`src/hdl/dfa_pkg.sv`:
```
// ----------------------------------------------------------------------------
// dfa_pkg
// Shared types, constants and helpers of the ring fork arbiter.
// ----------------------------------------------------------------------------
`default_nettype none

package dfa_pkg;

   localparam int MAX_SEATS = 8;
   localparam int SEAT_W    = 3;
   localparam int CNT_W     = 4;
   localparam int IDX_W     = 3;

   localparam logic [CNT_W-1:0] SEAT_COUNT_MIN   = 4'd2;
   localparam logic [CNT_W-1:0] SEAT_COUNT_MAX   = 4'd8;
   localparam logic [CNT_W-1:0] SEAT_COUNT_RESET = 4'd8;

   localparam logic CMD_PICKUP  = 1'b0;
   localparam logic CMD_PUTDOWN = 1'b1;

   localparam logic KIND_GRANT = 1'b0;
   localparam logic KIND_WAIT  = 1'b1;

   typedef enum logic [0:0] {
      ST_IDLE,
      ST_SCAN
   } dfa_state_type;

   typedef struct packed {
      logic apply;   // take the command and rewind the scan
      logic step;    // examine one queue entry
      logic flush;   // release the held result as the last one
   } dfa_cmd_type;

   typedef struct packed {
      logic in_range;
      logic scan_end;
   } dfa_status_type;

   // Right-hand resource of a seat: (seat + 1) mod count, count in 2..8.
   function automatic logic [SEAT_W-1:0] right_of(input logic [SEAT_W-1:0] s,
                                                  input logic [CNT_W-1:0] n);
      logic [CNT_W-1:0] v;
      v = {1'b0, s} + 4'd1;
      for (int i = 0; i < 4; i++) begin
         if (v >= n) begin
            v = v - n;
         end
      end
      return v[SEAT_W-1:0];
   endfunction

   function automatic logic [CNT_W-1:0] clamp_count(input logic [CNT_W-1:0] v);
      logic [CNT_W-1:0] r;
      r = v;
      if (v < SEAT_COUNT_MIN) begin
         r = SEAT_COUNT_MIN;
      end else if (v > SEAT_COUNT_MAX) begin
         r = SEAT_COUNT_MAX;
      end
      return r;
   endfunction

endpackage

`default_nettype wire

```
`src/hdl/dining_fork_arbiter.sv`:
```
// ----------------------------------------------------------------------------
// dining_fork_arbiter
// Ring arbiter: seat i needs resources i and (i+1) mod seat_count.
// ----------------------------------------------------------------------------
//   channel   ports                                   transfer when
//   request   start, busy, req_command, req_seat      start & !busy
//   result    rsp_valid, rsp_out_seat, rsp_kind,      rsp_valid (one cycle)
//             rsp_last
//   csr       csr_valid, csr_ready, csr_seat_count    csr_valid & csr_ready
//
// A command is applied, then the scan reads one queue entry per cycle over
// the queue (up to 8 entries once the command is applied) and flushes the
// held result. Commands for seats at or beyond seat_count are taken and
// dropped. Results leave one per grant or waiting report, the last tagged by
// rsp_last as busy falls. Reset frees every resource, empties the queue and
// sets seat_count to 8. The receiver cannot stall.
// ----------------------------------------------------------------------------
`default_nettype none

module dining_fork_arbiter (
   input  wire logic                          clock,
   input  wire logic                          reset,
   input  wire logic                          start,
   output logic                               busy,
   input  wire logic                          req_command,
   input  wire logic [dfa_pkg::SEAT_W-1:0]    req_seat,
   input  wire logic                          csr_valid,
   output logic                               csr_ready,
   input  wire logic [dfa_pkg::CNT_W-1:0]     csr_seat_count,
   output logic                               rsp_valid,
   output logic [dfa_pkg::SEAT_W-1:0]         rsp_out_seat,
   output logic                               rsp_kind,
   output logic                               rsp_last
);

   dfa_pkg::dfa_cmd_type    cmd;
   dfa_pkg::dfa_status_type status;

   assign csr_ready = 1'b1;

   dfa_ctrl u_ctrl (
      .clock  (clock),
      .reset  (reset),
      .start  (start),
      .busy   (busy),
      .status (status),
      .cmd    (cmd)
   );

   dfa_datapath u_datapath (
      .clock          (clock),
      .reset          (reset),
      .cmd            (cmd),
      .status         (status),
      .req_command    (req_command),
      .req_seat       (req_seat),
      .csr_write      (csr_valid && csr_ready),
      .csr_seat_count (csr_seat_count),
      .rsp_valid      (rsp_valid),
      .rsp_out_seat   (rsp_out_seat),
      .rsp_kind       (rsp_kind),
      .rsp_last       (rsp_last)
   );

endmodule

`default_nettype wire

```
`src/hdl/dfa_ctrl.sv`:
```
// ----------------------------------------------------------------------------
// dfa_ctrl
// Sequencer: takes a command, then steps the queue scan one entry a cycle.
// ----------------------------------------------------------------------------
`default_nettype none

module dfa_ctrl (
   input  wire logic                   clock,
   input  wire logic                   reset,
   input  wire logic                   start,
   output logic                        busy,
   input  wire dfa_pkg::dfa_status_type status,
   output dfa_pkg::dfa_cmd_type        cmd
);

   dfa_pkg::dfa_state_type state_ff, state_in;

   always_ff @(posedge clock) begin
      if (reset) begin
         state_ff <= dfa_pkg::ST_IDLE;
      end else begin
         state_ff <= state_in;
      end
   end

   always_comb begin
      state_in = state_ff;
      unique case (state_ff)
         dfa_pkg::ST_IDLE: begin
            if (start && status.in_range) begin
               state_in = dfa_pkg::ST_SCAN;
            end
         end
         dfa_pkg::ST_SCAN: begin
            if (status.scan_end) begin
               state_in = dfa_pkg::ST_IDLE;
            end
         end
         default: state_in = dfa_pkg::ST_IDLE;
      endcase
   end

   always_comb begin
      busy      = 1'b0;
      cmd.apply = 1'b0;
      cmd.step  = 1'b0;
      cmd.flush = 1'b0;
      unique case (state_ff)
         dfa_pkg::ST_IDLE: begin
            // out-of-ring seats are taken but change nothing
            cmd.apply = start && status.in_range;
         end
         dfa_pkg::ST_SCAN: begin
            busy      = 1'b1;
            cmd.step  = !status.scan_end;
            cmd.flush = status.scan_end;
         end
         default: busy = 1'b0;
      endcase
   end

endmodule

`default_nettype wire

```
`src/hdl/dfa_datapath.sv`:
```
// ----------------------------------------------------------------------------
// dfa_datapath
// Resource free bits, ordered request queue, scan pointer and result stage.
// ----------------------------------------------------------------------------
`default_nettype none

module dfa_datapath (
   input  wire logic                              clock,
   input  wire logic                              reset,
   input  wire dfa_pkg::dfa_cmd_type              cmd,
   output dfa_pkg::dfa_status_type                status,
   input  wire logic                              req_command,
   input  wire logic [dfa_pkg::SEAT_W-1:0]        req_seat,
   input  wire logic                              csr_write,
   input  wire logic [dfa_pkg::CNT_W-1:0]         csr_seat_count,
   output logic                                   rsp_valid,
   output logic [dfa_pkg::SEAT_W-1:0]             rsp_out_seat,
   output logic                                   rsp_kind,
   output logic                                   rsp_last
);

   logic [dfa_pkg::MAX_SEATS-1:0] free_ff, free_in;
   logic [dfa_pkg::SEAT_W-1:0]    qseat_ff [dfa_pkg::MAX_SEATS];
   logic [dfa_pkg::SEAT_W-1:0]    qseat_in [dfa_pkg::MAX_SEATS];
   logic [dfa_pkg::MAX_SEATS-1:0] qrep_ff, qrep_in;
   logic [dfa_pkg::CNT_W-1:0]     qlen_ff, qlen_in;
   logic [dfa_pkg::CNT_W-1:0]     count_ff, count_in;
   logic [dfa_pkg::CNT_W-1:0]     k_ff, k_in;

   logic                          pend_valid_ff, pend_valid_in;
   logic [dfa_pkg::SEAT_W-1:0]    pend_seat_ff, pend_seat_in;
   logic                          pend_kind_ff, pend_kind_in;

   logic                          rsp_valid_ff, rsp_valid_in;
   logic [dfa_pkg::SEAT_W-1:0]    rsp_seat_ff, rsp_seat_in;
   logic                          rsp_kind_ff, rsp_kind_in;
   logic                          rsp_last_ff, rsp_last_in;

   logic [dfa_pkg::IDX_W-1:0]     idx;
   logic [dfa_pkg::SEAT_W-1:0]    cur_seat;
   logic [dfa_pkg::SEAT_W-1:0]    cur_right;
   logic                          cur_grant;
   logic [dfa_pkg::SEAT_W-1:0]    req_right;
   logic                          found;
   logic                          new_res;
   logic [dfa_pkg::SEAT_W-1:0]    new_seat;
   logic                          new_kind;

   assign status.in_range = ({1'b0, req_seat} < count_ff);
   assign status.scan_end = (k_ff >= qlen_ff);

   assign idx       = k_ff[dfa_pkg::IDX_W-1:0];
   assign cur_seat  = qseat_ff[idx];
   assign cur_right = dfa_pkg::right_of(cur_seat, count_ff);
   assign cur_grant = free_ff[cur_seat] && free_ff[cur_right];
   assign req_right = dfa_pkg::right_of(req_seat, count_ff);

   always_comb begin
      free_in  = free_ff;
      qseat_in = qseat_ff;
      qrep_in  = qrep_ff;
      qlen_in  = qlen_ff;
      count_in = count_ff;
      k_in     = k_ff;
      found    = 1'b0;
      new_res  = 1'b0;
      new_seat = cur_seat;
      new_kind = dfa_pkg::KIND_WAIT;

      if (csr_write) begin
         count_in = dfa_pkg::clamp_count(csr_seat_count);
      end

      if (cmd.apply) begin
         k_in = '0;
         if (req_command == dfa_pkg::CMD_PICKUP) begin
            for (int j = 0; j < dfa_pkg::MAX_SEATS; j++) begin
               if ((j < qlen_ff) && (qseat_ff[j] == req_seat)) begin
                  qrep_in[j] = 1'b1;
                  found      = 1'b1;
               end
            end
            if (!found && (qlen_ff < dfa_pkg::SEAT_COUNT_MAX)) begin
               qseat_in[qlen_ff[dfa_pkg::IDX_W-1:0]] = req_seat;
               qrep_in[qlen_ff[dfa_pkg::IDX_W-1:0]]  = 1'b0;
               qlen_in = qlen_ff + 4'd1;
            end
         end else begin
            free_in[req_seat]  = 1'b1;
            free_in[req_right] = 1'b1;
         end
      end

      if (cmd.step) begin
         if (cur_grant) begin
            free_in[cur_seat]  = 1'b0;
            free_in[cur_right] = 1'b0;
            // close the gap; the pointer stays on the entry that moved in
            for (int j = 0; j < dfa_pkg::MAX_SEATS - 1; j++) begin
               if (j >= idx) begin
                  qseat_in[j] = qseat_ff[j+1];
                  qrep_in[j]  = qrep_ff[j+1];
               end
            end
            qlen_in  = qlen_ff - 4'd1;
            new_res  = 1'b1;
            new_kind = dfa_pkg::KIND_GRANT;
         end else begin
            if (!qrep_ff[idx]) begin
               qrep_in[idx] = 1'b1;
               new_res      = 1'b1;
               new_kind     = dfa_pkg::KIND_WAIT;
            end
            k_in = k_ff + 4'd1;
         end
      end
   end

   // Hold one result back so the final one of a command can carry last.
   always_comb begin
      pend_valid_in = pend_valid_ff;
      pend_seat_in  = pend_seat_ff;
      pend_kind_in  = pend_kind_ff;
      rsp_valid_in  = 1'b0;
      rsp_seat_in   = pend_seat_ff;
      rsp_kind_in   = pend_kind_ff;
      rsp_last_in   = 1'b0;
      if (cmd.apply) begin
         pend_valid_in = 1'b0;
      end
      if (new_res) begin
         rsp_valid_in  = pend_valid_ff;
         pend_valid_in = 1'b1;
         pend_seat_in  = new_seat;
         pend_kind_in  = new_kind;
      end
      if (cmd.flush) begin
         rsp_valid_in  = pend_valid_ff;
         rsp_last_in   = 1'b1;
         pend_valid_in = 1'b0;
      end
   end

   always_ff @(posedge clock) begin
      if (reset) begin
         free_ff       <= '1;
         qlen_ff       <= '0;
         count_ff      <= dfa_pkg::SEAT_COUNT_RESET;
         k_ff          <= '0;
         pend_valid_ff <= 1'b0;
         rsp_valid_ff  <= 1'b0;
      end else begin
         free_ff       <= free_in;
         qlen_ff       <= qlen_in;
         count_ff      <= count_in;
         k_ff          <= k_in;
         pend_valid_ff <= pend_valid_in;
         rsp_valid_ff  <= rsp_valid_in;
      end
   end

   always_ff @(posedge clock) begin
      qseat_ff     <= qseat_in;
      qrep_ff      <= qrep_in;
      pend_seat_ff <= pend_seat_in;
      pend_kind_ff <= pend_kind_in;
      rsp_seat_ff  <= rsp_seat_in;
      rsp_kind_ff  <= rsp_kind_in;
      rsp_last_ff  <= rsp_last_in;
   end

   assign rsp_valid    = rsp_valid_ff;
   assign rsp_out_seat = rsp_seat_ff;
   assign rsp_kind     = rsp_kind_ff;
   assign rsp_last     = rsp_last_ff;

endmodule

`default_nettype wire

```
`config.mk`:
```
export PLATFORM = sky130hd
export DESIGN_NAME = dining_fork_arbiter
export DESIGN_NICKNAME = d
export VERILOG_FILES = /design/src/hdl/dfa_pkg.sv /design/src/hdl/dining_fork_arbiter.sv /design/src/hdl/dfa_ctrl.sv /design/src/hdl/dfa_datapath.sv
export SDC_FILE = /design/constraint.sdc
export NUM_CORES = 1
export LEC_CHECK = 0
export BUFFER_PORTS_ARGS = -buffer_cell sky130_fd_sc_hd__buf_2
export CAP_MARGIN = 25
export CORE_MARGIN = 4
export CORE_UTILIZATION = 55
export CTS_CLUSTER_SIZE = 12
export DETAILED_ROUTE_END_ITERATION = 10
export GPL_ROUTABILITY_DRIVEN = 0
export PLACE_DENSITY = 0.75
export SLEW_MARGIN = 10
export SYNTH_ARGS = -nofsm -noshare
export SYNTH_HDL_FRONTEND = slang
export SYNTH_SLANG_ARGS = --single-unit
```
`constraint.sdc`:
```
create_clock -name clock -period 7.5 [get_ports clock]
set_clock_uncertainty 0.1 [all_clocks]
set_input_delay 1.125 -clock clock [delete_from_list [all_inputs] [get_ports clock]]
set_output_delay 1.125 -clock clock [all_outputs]
set_load 0.03 [all_outputs]
```
==> results.toml <==
[clocking]
clk_root_buffer_cell = "clkbuf_8"
cts_buffers = 9
htree_levels = 3
cts_max_path_buffers = 2
clock-sinks = 64
path_clk_slew_ns = 0.07
cts_tree = "built"
cts_hold_buf = 0
clk_latency_ns = 0.36

[layout]
fin_util_pct = 77.0
finalNonFillerCells = 971
area_growth_pct = 36.4
nNetsFinal = 897
drive_above_1_share_pct = 36.8
antenna_cells = 0
fillers = 655

[placement]
pre_cts_ws_ns = -0.233
post-place-cells = 923
portBuffers = 18
place_hpwl_mm = 13.3

[logic_synthesis]
synth_area_per_cell_um2 = 8.34
ys_ff_latch = 64
yosysSeqAreaShare_pct = 23.3
syn_inst = 696
synth.distinct_cells = 80
synth_edf_count = 7
synthesis.nets = 763
synthArstFlopShare_pct = 0
ys.flop_type = "dfxtp_1"
syn-cell-area_um2 = 5800
yosys_warnings = 0

[status]
outcome = "finished, violations left"
violations = "negative setup slack"

[timing]
maxSlewHeadroom_pct = 21.5
fin_crit_sh_pct = 103
whs_ns = 0.244
max_slew.worst_pin.slew_ns = 1.17
finalSetupViolations = 50
rsz0062_at_grt = "true"
setup_ws_ns = -0.227
finalCriticalPeriod_ns = 7.73
slew_violations = 0
hold_viol = 0
max_freq_mhz = 129

[route]
via_count = 6434
routed_wl_mm = 20.9
wl_per_cell_um = 21.6
drc = 0
avgViaCountPerCell = 6.63
antenna_left = 0
first_pass_iters = 8
drtIter0Drc = 791

[min_path]
hp-class = "reg -> reg"
min_delay_path_depth = 0

[grt]
antenna_found_initial = 0
grt_pass1_wl_mm = 28.7
grt_util_all_layers_pct = 28.2
grt_pass1_vias = 6036
grt_max_degree = 24
overflow = 0

[floorplanning]
chipHeight_um = 111
start_util_pct = 56.5
die_area_um2 = 12300
boundaryPins = 20
fp-row-count = 37
core_um2 = 10300
chipWidth_um = 111

[setup_path]
path_class = "reg -> reg"
critPathLaunchType = "flip-flop"
endpoint_kind = "flip-flop"
slowest_stage = "mux2_2"
critPathMaxFanout = 6
reg2reg_depth = 33
worst_path_largest_cell_delay_ns = 0.41
worstPathArrival_ns = 7.89
cp_data_required_time_ns = 7.66

[flow_run]
maxCapViolCount = 0
worst paths after layout:
check	endpoint	slack [ns]	startpoint
worst max-delay path	u_datapath.qrep_ff[6]$_DFF_P_	-0.23	u_datapath.k_ff[1]$_SDFF_PP0_
worst max register to register	u_datapath.qrep_ff[6]$_DFF_P_	-0.23	u_datapath.k_ff[1]$_SDFF_PP0_
worst min-delay path	u_datapath.rsp_out_seat[0]$_DFF_P_	0.24	u_datapath.pend_seat_ff[0]$_DFFE_PP_
worst min register to register	u_datapath.rsp_out_seat[0]$_DFF_P_	0.24	u_datapath.pend_seat_ff[0]$_DFFE_PP_
per-stage QoR:
step	setup TNS, ns	cell area, um2
3_5_place_dp	-6.86	6840
3_3_place_gp	-0.133	6840
2_1_floorplan	-0.0770	5960
6_report	-5.48	7910
5_1_grt	-17.66	7910
4_1_cts	-0.170	7260
cell families (layout without fill, tap and decap cells):
kind of cell,count (synthesis),in the layout,share of synthesized area (%)
AOI/OAI and AO/OA,201,201,23.9
DFF,64,64,23.3
muxes,50,50,9.90
xor gates and xnor gates,40,40,6.04
and+or+nand+nor,207,207,18.0
other,1,1,0.0646
adders and majority gates,55,55,12.9
buffers and inverters,78,217,5.87
routing by layer:
layer	global-route usage, %	wire length, um
met5	0	0
met1	35.8	7840
met2	46.3	9780
met3	6.71	2300
met4	10.7	1000
cell usage in the layout (no fill, tap or decap), types with 6 or more instances in the layout:
cell,netlist,routed
ha_4,0,6
a22o_1,6,6
xor2_1,25,25
mux2_2,21,10
xnor2_1,15,15
a31oi_1,12,9
a21oi_1,50,34
clkbuf_8,0,9
nand2_1,54,44
mux2_4,2,13
nor4_1,8,8
dfxtp_1,57,54
nor2_1,47,40
nor3_4,1,6
inv_1,48,46
o21ai_1,4,10
buf_2,9,18
nor3_1,24,12
o211ai_1,11,11
nand3_1,24,19
and2_1,8,6
nand4_1,7,7
nand2b_1,9,8
buf_4,3,109
mux2i_1,24,22
ha_1,47,37
a21o_1,23,23
nor3_2,0,7
a21oi_2,1,15
edfxtp_1,7,7
buf_6,3,15
o21ai_0,31,19
final cells by class:
class                      count  area [um2]  area share, %
clock buffer                  10         149           1.88
clock inverter                 6        41.3          0.522
inverter                      52         203           2.56
sequential                    64        1360           17.2
tap                          136         170           2.15
timing repair buffer         149        1220           15.4
multi-input combinational    554        4770           60.3
synthesized netlist by cell type, drive strengths merged (3+ instances only):
master / instances / area share [%]
and3: 4 / 0.43
a21oi: 51 / 4.5
buf: 18 / 1.9
xnor2: 15 / 2.3
a22o: 6 / 0.91
xor2: 25 / 3.8
a21o: 23 / 3.0
o31ai: 3 / 0.39
ha: 47 / 10
edfxtp: 7 / 3.6
nor4: 8 / 0.86
a22oi: 3 / 0.39
nor2: 48 / 3.2
dfxtp: 57 / 20
nand2: 54 / 3.5
a221oi: 4 / 0.60
nand4: 7 / 0.75
nor2b: 7 / 0.75
inv: 51 / 3.3
mux4: 3 / 1.2
fa: 8 / 2.8
a31oi: 13 / 1.7
mux2i: 24 / 4.1
clkbuf: 8 / 0.52
o21ai: 35 / 3.0
o21a: 4 / 0.52
mux2: 23 / 4.6
and2: 8 / 0.86
nand2b: 9 / 0.97
nand3: 24 / 2.1
and4: 4 / 0.60
a21bo: 3 / 0.52
a211oi: 3 / 0.39
a21boi: 8 / 1.0
o211ai: 12 / 1.8
nor3: 25 / 2.4
o32ai: 4 / 0.60
a211o: 5 / 0.75
o22ai: 3 / 0.32
repair_timing:
item	4_1_cts	5_1_grt
endpoints found under the setup margin	52	52
buffers inserted	16	14
cloned	0	3
resized for setup	26	116
pin swaps	23	29
critical path: cells and delay by family, from the launching register on:
family | cells | cell delay, ns
AOI/OAI and AO/OA | 12 | 2.61
adders and majority gates | 7 | 2.19
and+or+nand+nor | 6 | 0.92
muxes | 2 | 0.74
buffers and inverters | 6 | 0.64
DFF | 1 | 0.40
registers in the layout, summed over array words and instances, names as in the netlist, named ones only:
| register | flops |
|---|---|
| u_datapath.qrep_ff | 8 |
| u_datapath.pend_valid_ff | 1 |
| u_datapath.rsp_kind | 1 |
| u_datapath.k_ff | 4 |
| u_datapath.free_ff | 8 |
| u_datapath.qlen_ff | 4 |
| u_datapath.pend_kind_ff | 1 |
| u_datapath.qseat_ff | 21 |
| u_datapath.count_ff | 4 |
| u_ctrl.state_ff | 1 |
| u_datapath.rsp_last | 1 |
| u_datapath.pend_seat_ff | 3 |
| u_datapath.rsp_valid | 1 |
| u_datapath.rsp_out_seat | 3 |
Power is not shown: default switching activity piles up to over one toggle a cycle in this logic, so the estimate is an artifact.
